**config.mk**
```make
export PLATFORM = sky130hd
export DESIGN_NAME = branch_resolve_local_predictor_unit
export DESIGN_NICKNAME = d
export VERILOG_FILES = /design/src/rtl/brlp_pkg.sv /design/src/rtl/branch_resolve_local_predictor_unit.sv
export SDC_FILE = /design/constraint.sdc
export NUM_CORES = 1
export LEC_CHECK = 0
export BUFFER_PORTS_ARGS = -buffer_cell sky130_fd_sc_hd__buf_2
export CORE_ASPECT_RATIO = 0.8
export CORE_UTILIZATION = 60
export DETAILED_ROUTE_END_ITERATION = 8
export GPL_ROUTABILITY_DRIVEN = 0
export PLACE_DENSITY = 0.82
export SKIP_CTS_REPAIR_TIMING = 1
export SLEW_MARGIN = 10
export SYNTH_ARGS = -nofsm -noshare
export SYNTH_HDL_FRONTEND = slang
export SYNTH_SLANG_ARGS = --single-unit
export TNS_END_PERCENT = 1
```
**constraint.sdc**
```tcl
create_clock -name clk -period 13.2 [get_ports clk]
set_clock_uncertainty 0.15 [all_clocks]
set_input_delay 0.66 -clock clk [delete_from_list [all_inputs] [get_ports clk]]
set_output_delay 0.66 -clock clk [all_outputs]
set_load 0.01 [all_outputs]
```
**src/rtl/brlp_pkg.sv**
```systemverilog
package brlp_pkg;

    // Default table geometry.
    localparam int DEFAULT_TABLE_ENTRIES = 32;
    localparam int DEFAULT_HISTORY_BITS  = 2;

    // Transactions that can be in flight: the execute stage and the result register.
    localparam int PIPE_DEPTH = 2;

    // Sequential fetch step.
    localparam logic [31:0] PC_STEP = 32'd4;

    typedef logic [2:0] branch_kind_t;
    typedef logic [1:0] counter_t;

    // Request actions.
    localparam logic ACTION_PREDICT = 1'b0;
    localparam logic ACTION_RESOLVE = 1'b1;

    // RV32I branch conditions.
    localparam branch_kind_t KIND_EQ  = 3'd0;
    localparam branch_kind_t KIND_NE  = 3'd1;
    localparam branch_kind_t KIND_LT  = 3'd2;
    localparam branch_kind_t KIND_GE  = 3'd3;
    localparam branch_kind_t KIND_LTU = 3'd4;
    localparam branch_kind_t KIND_GEU = 3'd5;

    // Saturating counter limits.
    localparam counter_t CTR_MAX = 2'd3;
    localparam counter_t CTR_MIN = 2'd0;

endpackage

```
**src/rtl/branch_resolve_local_predictor_unit.sv**
```systemverilog
// Branch unit with a two-level local predictor.
// The request channel (req_valid/req_ready) carries one transaction per branch:
// action 0 predicts at decode, action 1 resolves at execute with the two operands.
// The response channel (rsp_valid/rsp_ready) returns exactly one transaction per
// request, in order: prediction, actual outcome, mispredict flag and next fetch pc.
// The synchronous table read registers a request into the execute stage; compare,
// update and write-back follow there before the response register. Throughput is
// one transaction per cycle while rsp_ready is high; a resolve to the same entry
// directly after another gets the write-back data forwarded into the read register.
// The table is indexed by pc bits [log2(TABLE_ENTRIES)+1:2]; TABLE_ENTRIES is a
// power of two. History and the row of counters of an entry share one address.
// After reset the block sweeps both memories to zero, one entry per cycle, and
// req_ready stays low during that sweep.
// When the receiver stalls, the response register holds its transaction and the
// execute stage holds one more; after that req_ready drops until rsp_ready returns.
module branch_resolve_local_predictor_unit #(
    parameter int TABLE_ENTRIES = brlp_pkg::DEFAULT_TABLE_ENTRIES,
    parameter int HISTORY_BITS  = brlp_pkg::DEFAULT_HISTORY_BITS
) (
    input  logic                   clk,
    input  logic                   rst_n,
    input  logic                   req_valid,
    output logic                   req_ready,
    input  logic                   action,
    input  logic [31:0]            branch_pc,
    input  logic signed [12:0]     branch_offset,
    input  brlp_pkg::branch_kind_t branch_kind,
    input  logic [31:0]            operand_a,
    input  logic [31:0]            operand_b,
    output logic                   rsp_valid,
    input  logic                   rsp_ready,
    output logic                   predicted_taken,
    output logic                   actual_taken,
    output logic                   mispredict,
    output logic [31:0]            next_pc
);
    import brlp_pkg::*;

    localparam int IDX_W    = $clog2(TABLE_ENTRIES);
    localparam int PATTERNS = 1 << HISTORY_BITS;
    localparam int ROW_W    = 2 * PATTERNS;

    // Memories: one history and one row of counters per entry.
    logic [HISTORY_BITS-1:0] hist_mem [TABLE_ENTRIES];
    logic [ROW_W-1:0]        ctr_mem  [TABLE_ENTRIES];

    // Reset sweep.
    logic             clear_reg;
    logic [IDX_W-1:0] clear_cnt_reg;

    // Execute stage.
    logic                    s1_valid_reg;
    logic                    s1_action_reg;
    logic [31:0]             s1_pc_reg;
    logic signed [12:0]      s1_offset_reg;
    branch_kind_t            s1_kind_reg;
    logic [31:0]             s1_a_reg;
    logic [31:0]             s1_b_reg;
    logic [IDX_W-1:0]        s1_idx_reg;
    logic [HISTORY_BITS-1:0] hist_rd_reg;
    logic [ROW_W-1:0]        row_rd_reg;

    // Response register.
    logic        rsp_valid_reg;
    logic        pred_reg;
    logic        actual_reg;
    logic        mispred_reg;
    logic [31:0] next_pc_reg;

    // Handshake and write port.
    logic                    req_fire;
    logic                    s1_adv;
    logic [IDX_W-1:0]        req_idx;
    logic                    wr_en;
    logic [IDX_W-1:0]        wr_idx;
    logic [HISTORY_BITS-1:0] wr_hist;
    logic [ROW_W-1:0]        wr_row;

    // Execute-stage computation.
    logic [HISTORY_BITS:0]   ctr_base;
    counter_t                ctr_cur;
    counter_t                ctr_new;
    logic                    predicted;
    logic                    outcome;
    logic                    kind_ok;
    logic [31:0]             taken_pc;
    logic [31:0]             fall_pc;
    logic                    res_actual;
    logic                    res_mispred;
    logic [31:0]             res_next_pc;
    logic [HISTORY_BITS-1:0] hist_new;
    logic [ROW_W-1:0]        row_new;

    // Flow control.
    assign s1_adv    = s1_valid_reg && (!rsp_valid_reg || rsp_ready);
    assign req_ready = !clear_reg && (!s1_valid_reg || s1_adv);
    assign req_fire  = req_valid && req_ready;
    assign req_idx   = branch_pc[IDX_W+1:2];

    // Outcome, counter update and next pc for the transaction in the execute stage.
    always_comb
    begin
        ctr_base  = {hist_rd_reg, 1'b0};
        ctr_cur   = row_rd_reg[ctr_base +: 2];
        predicted = ctr_cur[1];
        fall_pc   = s1_pc_reg + PC_STEP;
        taken_pc  = s1_pc_reg + {{19{s1_offset_reg[12]}}, s1_offset_reg};
        kind_ok   = 1'b1;
        unique case (s1_kind_reg)
            KIND_EQ:  outcome = (s1_a_reg == s1_b_reg);
            KIND_NE:  outcome = (s1_a_reg != s1_b_reg);
            KIND_LT:  outcome = ($signed(s1_a_reg) < $signed(s1_b_reg));
            KIND_GE:  outcome = ($signed(s1_a_reg) >= $signed(s1_b_reg));
            KIND_LTU: outcome = (s1_a_reg < s1_b_reg);
            KIND_GEU: outcome = (s1_a_reg >= s1_b_reg);
            default:
            begin
                outcome = 1'b0;
                kind_ok = 1'b0;
            end
        endcase

        // Saturate the selected counter toward the outcome.
        if (outcome)
        begin
            ctr_new = (ctr_cur == CTR_MAX) ? ctr_cur : ctr_cur + 2'd1;
        end
        else
        begin
            ctr_new = (ctr_cur == CTR_MIN) ? ctr_cur : ctr_cur - 2'd1;
        end
        row_new                 = row_rd_reg;
        row_new[ctr_base +: 2]  = ctr_new;
        hist_new                = HISTORY_BITS'({hist_rd_reg, outcome});

        if (s1_action_reg == ACTION_RESOLVE)
        begin
            res_actual  = outcome;
            res_mispred = kind_ok && (outcome != predicted);
            res_next_pc = outcome ? taken_pc : fall_pc;
        end
        else
        begin
            res_actual  = 1'b0;
            res_mispred = 1'b0;
            res_next_pc = predicted ? taken_pc : fall_pc;
        end
    end

    // Write port: the reset sweep, else the write-back of a valid resolve.
    always_comb
    begin
        if (clear_reg)
        begin
            wr_en   = 1'b1;
            wr_idx  = clear_cnt_reg;
            wr_hist = '0;
            wr_row  = '0;
        end
        else
        begin
            wr_en   = s1_adv && (s1_action_reg == ACTION_RESOLVE) && kind_ok;
            wr_idx  = s1_idx_reg;
            wr_hist = hist_new;
            wr_row  = row_new;
        end
    end

    // Memory write.
    always_ff @(posedge clk)
    begin
        if (wr_en)
        begin
            hist_mem[wr_idx] <= wr_hist;
            ctr_mem[wr_idx]  <= wr_row;
        end
    end

    // Memory read, with the same-cycle write-back forwarded to the new transaction.
    always_ff @(posedge clk)
    begin
        if (req_fire)
        begin
            if (wr_en && (wr_idx == req_idx))
            begin
                hist_rd_reg <= wr_hist;
                row_rd_reg  <= wr_row;
            end
            else
            begin
                hist_rd_reg <= hist_mem[req_idx];
                row_rd_reg  <= ctr_mem[req_idx];
            end
        end
    end

    // Reset sweep control.
    always_ff @(posedge clk or negedge rst_n)
    begin
        if (!rst_n)
        begin
            clear_reg     <= 1'b1;
            clear_cnt_reg <= '0;
        end
        else if (clear_reg)
        begin
            clear_cnt_reg <= clear_cnt_reg + IDX_W'(1);
            if (clear_cnt_reg == IDX_W'(TABLE_ENTRIES - 1))
            begin
                clear_reg <= 1'b0;
            end
        end
    end

    // Execute-stage and response valid flags.
    always_ff @(posedge clk or negedge rst_n)
    begin
        if (!rst_n)
        begin
            s1_valid_reg  <= 1'b0;
            rsp_valid_reg <= 1'b0;
        end
        else
        begin
            if (req_fire)
            begin
                s1_valid_reg <= 1'b1;
            end
            else if (s1_adv)
            begin
                s1_valid_reg <= 1'b0;
            end

            if (s1_adv)
            begin
                rsp_valid_reg <= 1'b1;
            end
            else if (rsp_ready)
            begin
                rsp_valid_reg <= 1'b0;
            end
        end
    end

    // Execute-stage payload.
    always_ff @(posedge clk)
    begin
        if (req_fire)
        begin
            s1_action_reg <= action;
            s1_pc_reg     <= branch_pc;
            s1_offset_reg <= branch_offset;
            s1_kind_reg   <= branch_kind;
            s1_a_reg      <= operand_a;
            s1_b_reg      <= operand_b;
            s1_idx_reg    <= req_idx;
        end
    end

    // Response payload.
    always_ff @(posedge clk)
    begin
        if (s1_adv)
        begin
            pred_reg    <= predicted;
            actual_reg  <= res_actual;
            mispred_reg <= res_mispred;
            next_pc_reg <= res_next_pc;
        end
    end

    assign rsp_valid       = rsp_valid_reg;
    assign predicted_taken = pred_reg;
    assign actual_taken    = actual_reg;
    assign mispredict      = mispred_reg;
    assign next_pc         = next_pc_reg;

endmodule

```
## After elaboration in Yosys (flattened, before gate mapping)

Memories as Yosys holds them, arrays and structs flattened. A register that Yosys moved wholly into a read port is not among the register bits.
Index checks and enable logic that the tools add are counted.

| storage, ports and cells | value |
|---|---|
| register bits | 161 |
| memory bits (writable) | 320 |
| output and inout port bits | 37 |
| word-level logic and storage cells | 77 |
| memories | 2 |

Memories:

| name | words | bits a word | read ports | clocked after memory_dff | write ports | line | RTL |
|---|---|---|---|---|---|---|---|
| ctr_mem | 32 | 8 | 1 | 1 | 1 | branch_resolve_local_predictor_unit.sv:45 | `logic [ROW_W-1:0] ctr_mem [TABLE_ENTRIES];` |
| hist_mem | 32 | 2 | 1 | 1 | 1 | branch_resolve_local_predictor_unit.sv:44 | `logic [HISTORY_BITS-1:0] hist_mem [TABLE_ENTRIES];` |

| cells by class | value |
|---|---|
| add/sub/neg operators | 6 |
| order comparisons | 4 |
| eq/ne operators | 10 |
| shift operators | 3 |
| mux-type cells | 21 |
| reduce and logical (&&, ||, !) cells | 16 |

Operators by type and width:

| operator | count |
|---|---|
| $mux 32 | 3 |
| $ge 32x32->1 | 2 |
| $lt 32x32->1 | 2 |
| $add 32x3->32 const B | 1 |
| $add 32x32->32 | 1 |
| $eq 32x32->1 | 1 |
| $ne 32x32->1 | 1 |
| $mux 1 | 10 |
| $bwmux 8 | 1 |
| $mux 2 | 4 |
| $mux 8 | 1 |
| $shift 2x5->8 const A | 1 |
| $shiftx 2x5->8 | 1 |
| $shiftx 8x4->2 | 1 |
| $eq 3x2->1 const B | 2 |
| $eq 3x3->1 const B | 2 |
| $logic_and 1x1->1 | 6 |
| $pmux 1 s6 | 1 |
| $reduce_or 6->1 | 1 |
| $add 5x1->5 const B | 1 |
| $eq 5x5->1 const B | 1 |
| $mux 5 | 1 |
| $neg 3->5 | 1 |
| $reduce_bool 2->1 | 2 |
| 9 further kinds | 12 |

## Logic depth before layout (Yosys ltp)

| logic depth | value |
|---|---|
| word-level depth | 8 |
| gate-level depth with buffers | 12 |
| depth with buffers taken out | 12 |

## Least setup slack after synthesis

Ideal clock, no wire load.

| timing | value |
|---|---|
| path type | register to register |
| start | register clear_reg |
| end | register hist_rd_reg[0] (read register of hist_mem), enable pin |
| library setup time | 497 ps |
| data arrival time | 3909 ps |
| required time | 12553 ps |
| path slack | 8644 ps |
| stages on the path, launching flop included | 5 |
| path buffers | 2 |
| clock period less this slack | 4556 ps |
| path through | dfstp_2 -> clkbuf_1 -> clkbuf_1 -> a21oi_1 -> and2_1 |

| on the way | value |
|---|---|
| cells in the longest elaborated chain, start to end | 3 |

Ends and longest elaborated chain:

| element | line | RTL |
|---|---|---|
| start, declared | branch_resolve_local_predictor_unit.sv:48 | `logic clear_reg;` |
| start signal, assigned | branch_resolve_local_predictor_unit.sv:202 | `clear_reg <= 1'b1;` |
| start signal, assigned | branch_resolve_local_predictor_unit.sv:210 | `clear_reg <= 1'b0;` |
| $logic_not 1->1 | branch_resolve_local_predictor_unit.sv:96 | `assign req_ready = !clear_reg && (!s1_valid_reg \|\| s1_adv);` |
| $logic_and 1x1->1 | branch_resolve_local_predictor_unit.sv:96 |  |
| named net req_ready | branch_resolve_local_predictor_unit.sv:23 | `output logic req_ready,` |
| $logic_and 1x1->1 | branch_resolve_local_predictor_unit.sv:97 | `assign req_fire = req_valid && req_ready;` |
| named net req_fire | branch_resolve_local_predictor_unit.sv:71 | `logic req_fire;` |
| end, declared | branch_resolve_local_predictor_unit.sv:60 | `logic [HISTORY_BITS-1:0] hist_rd_reg;` |

The timed path passes the listed nets, and every way through them passes these cells.
A chain may end at the register's enable or synchronous reset.

## Worst setup path after layout

| timing | value |
|---|---|
| start | register s1_a_reg[11] |
| end | memory ctr_mem[4][7] in the netlist's numbering, data pin |

| on the way | value |
|---|---|
| cells in the longest elaborated chain, start to end | 6 |
| elaborated cells between the ends (all ways) | 11 |

Ends and longest elaborated chain:

| element | line | RTL |
|---|---|---|
| start, declared | branch_resolve_local_predictor_unit.sv:57 | `logic [31:0] s1_a_reg;` |
| start signal, assigned | branch_resolve_local_predictor_unit.sv:254 | `s1_a_reg <= operand_a;` |
| $ge 32x32->1 (tied with other cells) | branch_resolve_local_predictor_unit.sv:115 | `KIND_GEU: outcome = (s1_a_reg >= s1_b_reg);` |
| $pmux 1 s6 * | branch_resolve_local_predictor_unit.sv:109 | `unique case (s1_kind_reg)` |
| $mux 2 * | branch_resolve_local_predictor_unit.sv:124 | `if (outcome)` |
| $shiftx 2x5->8 * | branch_resolve_local_predictor_unit.sv:133 | `row_new[ctr_base +: 2] = ctr_new;` |
| $bwmux 8 * | branch_resolve_local_predictor_unit.sv:133 |  |
| $mux 8 * | branch_resolve_local_predictor_unit.sv:153 | `if (clear_reg)` |
| named net wr_row[7] | branch_resolve_local_predictor_unit.sv:77 | `logic [ROW_W-1:0] wr_row;` |
| end, declared | branch_resolve_local_predictor_unit.sv:45 |  |

The timed path passes the listed nets; every way through them passes the cells marked *.

==> metrics <==
Post-Syn Area 21400 um^2; I/O pins 154; Cell Count Post-Placement 1912; mean post-synth cell area 16.50 um^2; vias in the first global route 12620; Buf+Inv Stages, Crit Path 0; DRT iter0 DRCs 1729; final setup vio count 0; count leader, synth edfxtp_1; WL/cell 25.38 um; CP Class register to register; DRC errors left 0; max reg flops 256; IO Port Bufs 153; PwrDens 145.2 nW/um^2; dpl hpwl 31.11 mm; Die Width 213.1 um; DR vias 12650; RSZ-0062 raised after global routing no; Fin. Hold Viols 0; Pleak 0.008579 uW; sequential share of power 0.516; grt met3 use 0.06791; setup TNS 0 ps; internal power 2692 uW; Worst slew margin 0.1528; max-slew violations 0; switching share of power 0.2391; htree depth 2; gr busiest metal met2; row count 61; dpl ws 8859 ps; crit end category register; number of synthesized flops with an enable pin 478; vias per cell 6.350; cell accounting for the most synthesized area edfxtp_1; drt pass-1 iters 7; Net Count, Synth 1486; Final nets 1677; max-cap violations 0; Worst-Skew Late Latency 570 ps; Top delay family on crit path compound AO/OA/AOI/OAI gates; grt ovf 0; multi-input logic area 6543 um^2; Tot GR Track Use 0.2857; worst vdd ir 0.1151 mV; Sw Pwr 845.8 uW; Yosys top cell area share 0.6708; area delta synth->final 13.89%; Layout Cells excl Fill 1992; Gate power share 0.115; met2 usage 0.4540; clock buffer depth 3; distinct cell type count after synthesis 67; Min-Delay Path Class input pin to register; DIE HEIGHT 170.9 um; pin count of the biggest net entering global routing 71; CORE AREA 34960 um^2; Crit-path slowest cell a21oi_2; Biggest register ctr_mem; Worst EP arrival 4700 ps; #FFs+latches synth 486; Mapped Cells 1297; CTS root buffer clkbuf_16; Starting Density 0.6122; Final period util 0.3537; die area 36430 um^2; Slew @ Worst Pin 1271 ps; Clock power frac 0.369; top flop regs ctr_mem x256, hist_mem x64; met1 usage 0.3876; Worst-path clk slew 70 ps; Seq/Total Area, Yosys 0.6802; Critical Path RT 13230 ps; status finished clean; share of post-route cells with drive strength above 1 0.2587; first-pass GRT wire length 75.02 mm; fraction of registers with async set/reset 0.01646; Synth Flop Type edfxtp_1; Post-DRT Antenna Nets 0; max incr delay on CP 920 ps; routed wire length 50.57 mm; TritonCTS clock tree done; critical-path maximum fanout 32; CP startpoint kind register; clock sink count 486; final worst slack 8531 ps; CP Cell Sequence ha_1 -> nand4_1 -> nor4_1 -> nand2_1 -> nand3b_1 -> o311ai_1 -> a211oi_2 -> o211ai_1 -> a21bo_2 -> a21oi_2; top post-synthesis cells by count edfxtp_1, mux4_2, a21oi_1; register area 14560 um^2; Layout fillers 2238; min Tclk post-route 4669 ps; CTS Buf Count 45; Max Clock Freq 214.2 MHz; Yosys warning total 0; top cells by area, synth edfxtp_1, mux4_2, ha_1; initial antenna violation count 1
-- placed cells by master, fill, tap and decap left out, types with 8 or more instances in the layout --
cell type,instances
mux4_2,101
nor2b_1,10
xnor2_1,38
nor3_1,8
nor2_2,14
a21oi_1,74
nand4_1,16
a21o_1,21
and3_1,10
buf_4,30
o211ai_1,9
ha_1,71
buf_2,151
o21ai_0,40
nand2b_1,12
xor2_1,24
mux2i_1,13
nor2_1,62
nand3_1,26
inv_1,57
clkbuf_16,46
nand2_1,70
edfxtp_1,478
-- final cells by class --
type	instances	area share
clock inverter	25	0.01212
clock buffer	53	0.04831
tap	472	0.02423
multi-input combinational	715	0.2684
antenna	1	0.0001027
inverter	58	0.008933
sequential	486	0.5972
timing repair buffer	182	0.04066
-- through the flow --
step	hold WS, ps	util	power, uW	area, um^2
2_1_floorplan	214.4	-	2123	21400
3_3_place_gp	339.5	0.6543	2235	22870
3_5_place_dp	369.6	0.6543	2252	22870
4_1_cts	-242.2	0.6964	3545	24340
5_1_grt	92.47	0.6972	3644	24370
6_report	109.1	0.6972	3538	24370
-- routing by layer --
metal  routed length [um]  vias to the layer above
met3                 5357                      149
met4                 1903                        0
met2                23920                      751
met1                19390                     6235
met5                    0                        -
li1                     -                     5514
-- cell families after synthesis --
| kind of cell | share of synthesized area |
|---|---|
| DFF | 0.6802 |
| and+or+nand+nor | 0.05800 |
| adders and majority gates | 0.04297 |
| buffers and inverters | 0.01801 |
| muxes | 0.1161 |
| AOI/OAI and AO/OA | 0.05941 |
| xor gates and xnor gates | 0.02538 |
-- worst paths after layout --
path,from,end,slack (ps),cells past startpoint
min in group asynchronous,rst_n,clear_cnt_reg[4],320,2
min,branch_pc[19],s1_pc_reg[19],110,1
min reg2reg,s1_valid_reg,rsp_valid,390,1
max in group asynchronous,rst_n,clear_reg,12340,2
max,s1_a_reg[11],ctr_mem[4][7],8530,10
max reg2reg,s1_a_reg[11],ctr_mem[4][7],8530,10
-- worst reg2reg max path: stages (launching register included) --
cell      delay [ps]
edfxtp_1         400
ha_1             350
nand4_1          170
nor4_1           580
nand2_1          190
nand3b_1         130
o311ai_1         140
a211oi_2         540
o211ai_1         380
a21bo_2          330
a21oi_2          920
-- power groups by stage --
stage	Sequential, uW	Clock, uW	Combinational (uW)
2_1_floorplan	1860	0	263
3_3_place_gp	1850	0	380
3_5_place_dp	1860	0	395
4_1_cts	1820	1320	401
5_1_grt	1830	1380	438
6_report	1820	1310	406
Note: power is estimated with default switching activity, not from simulation.
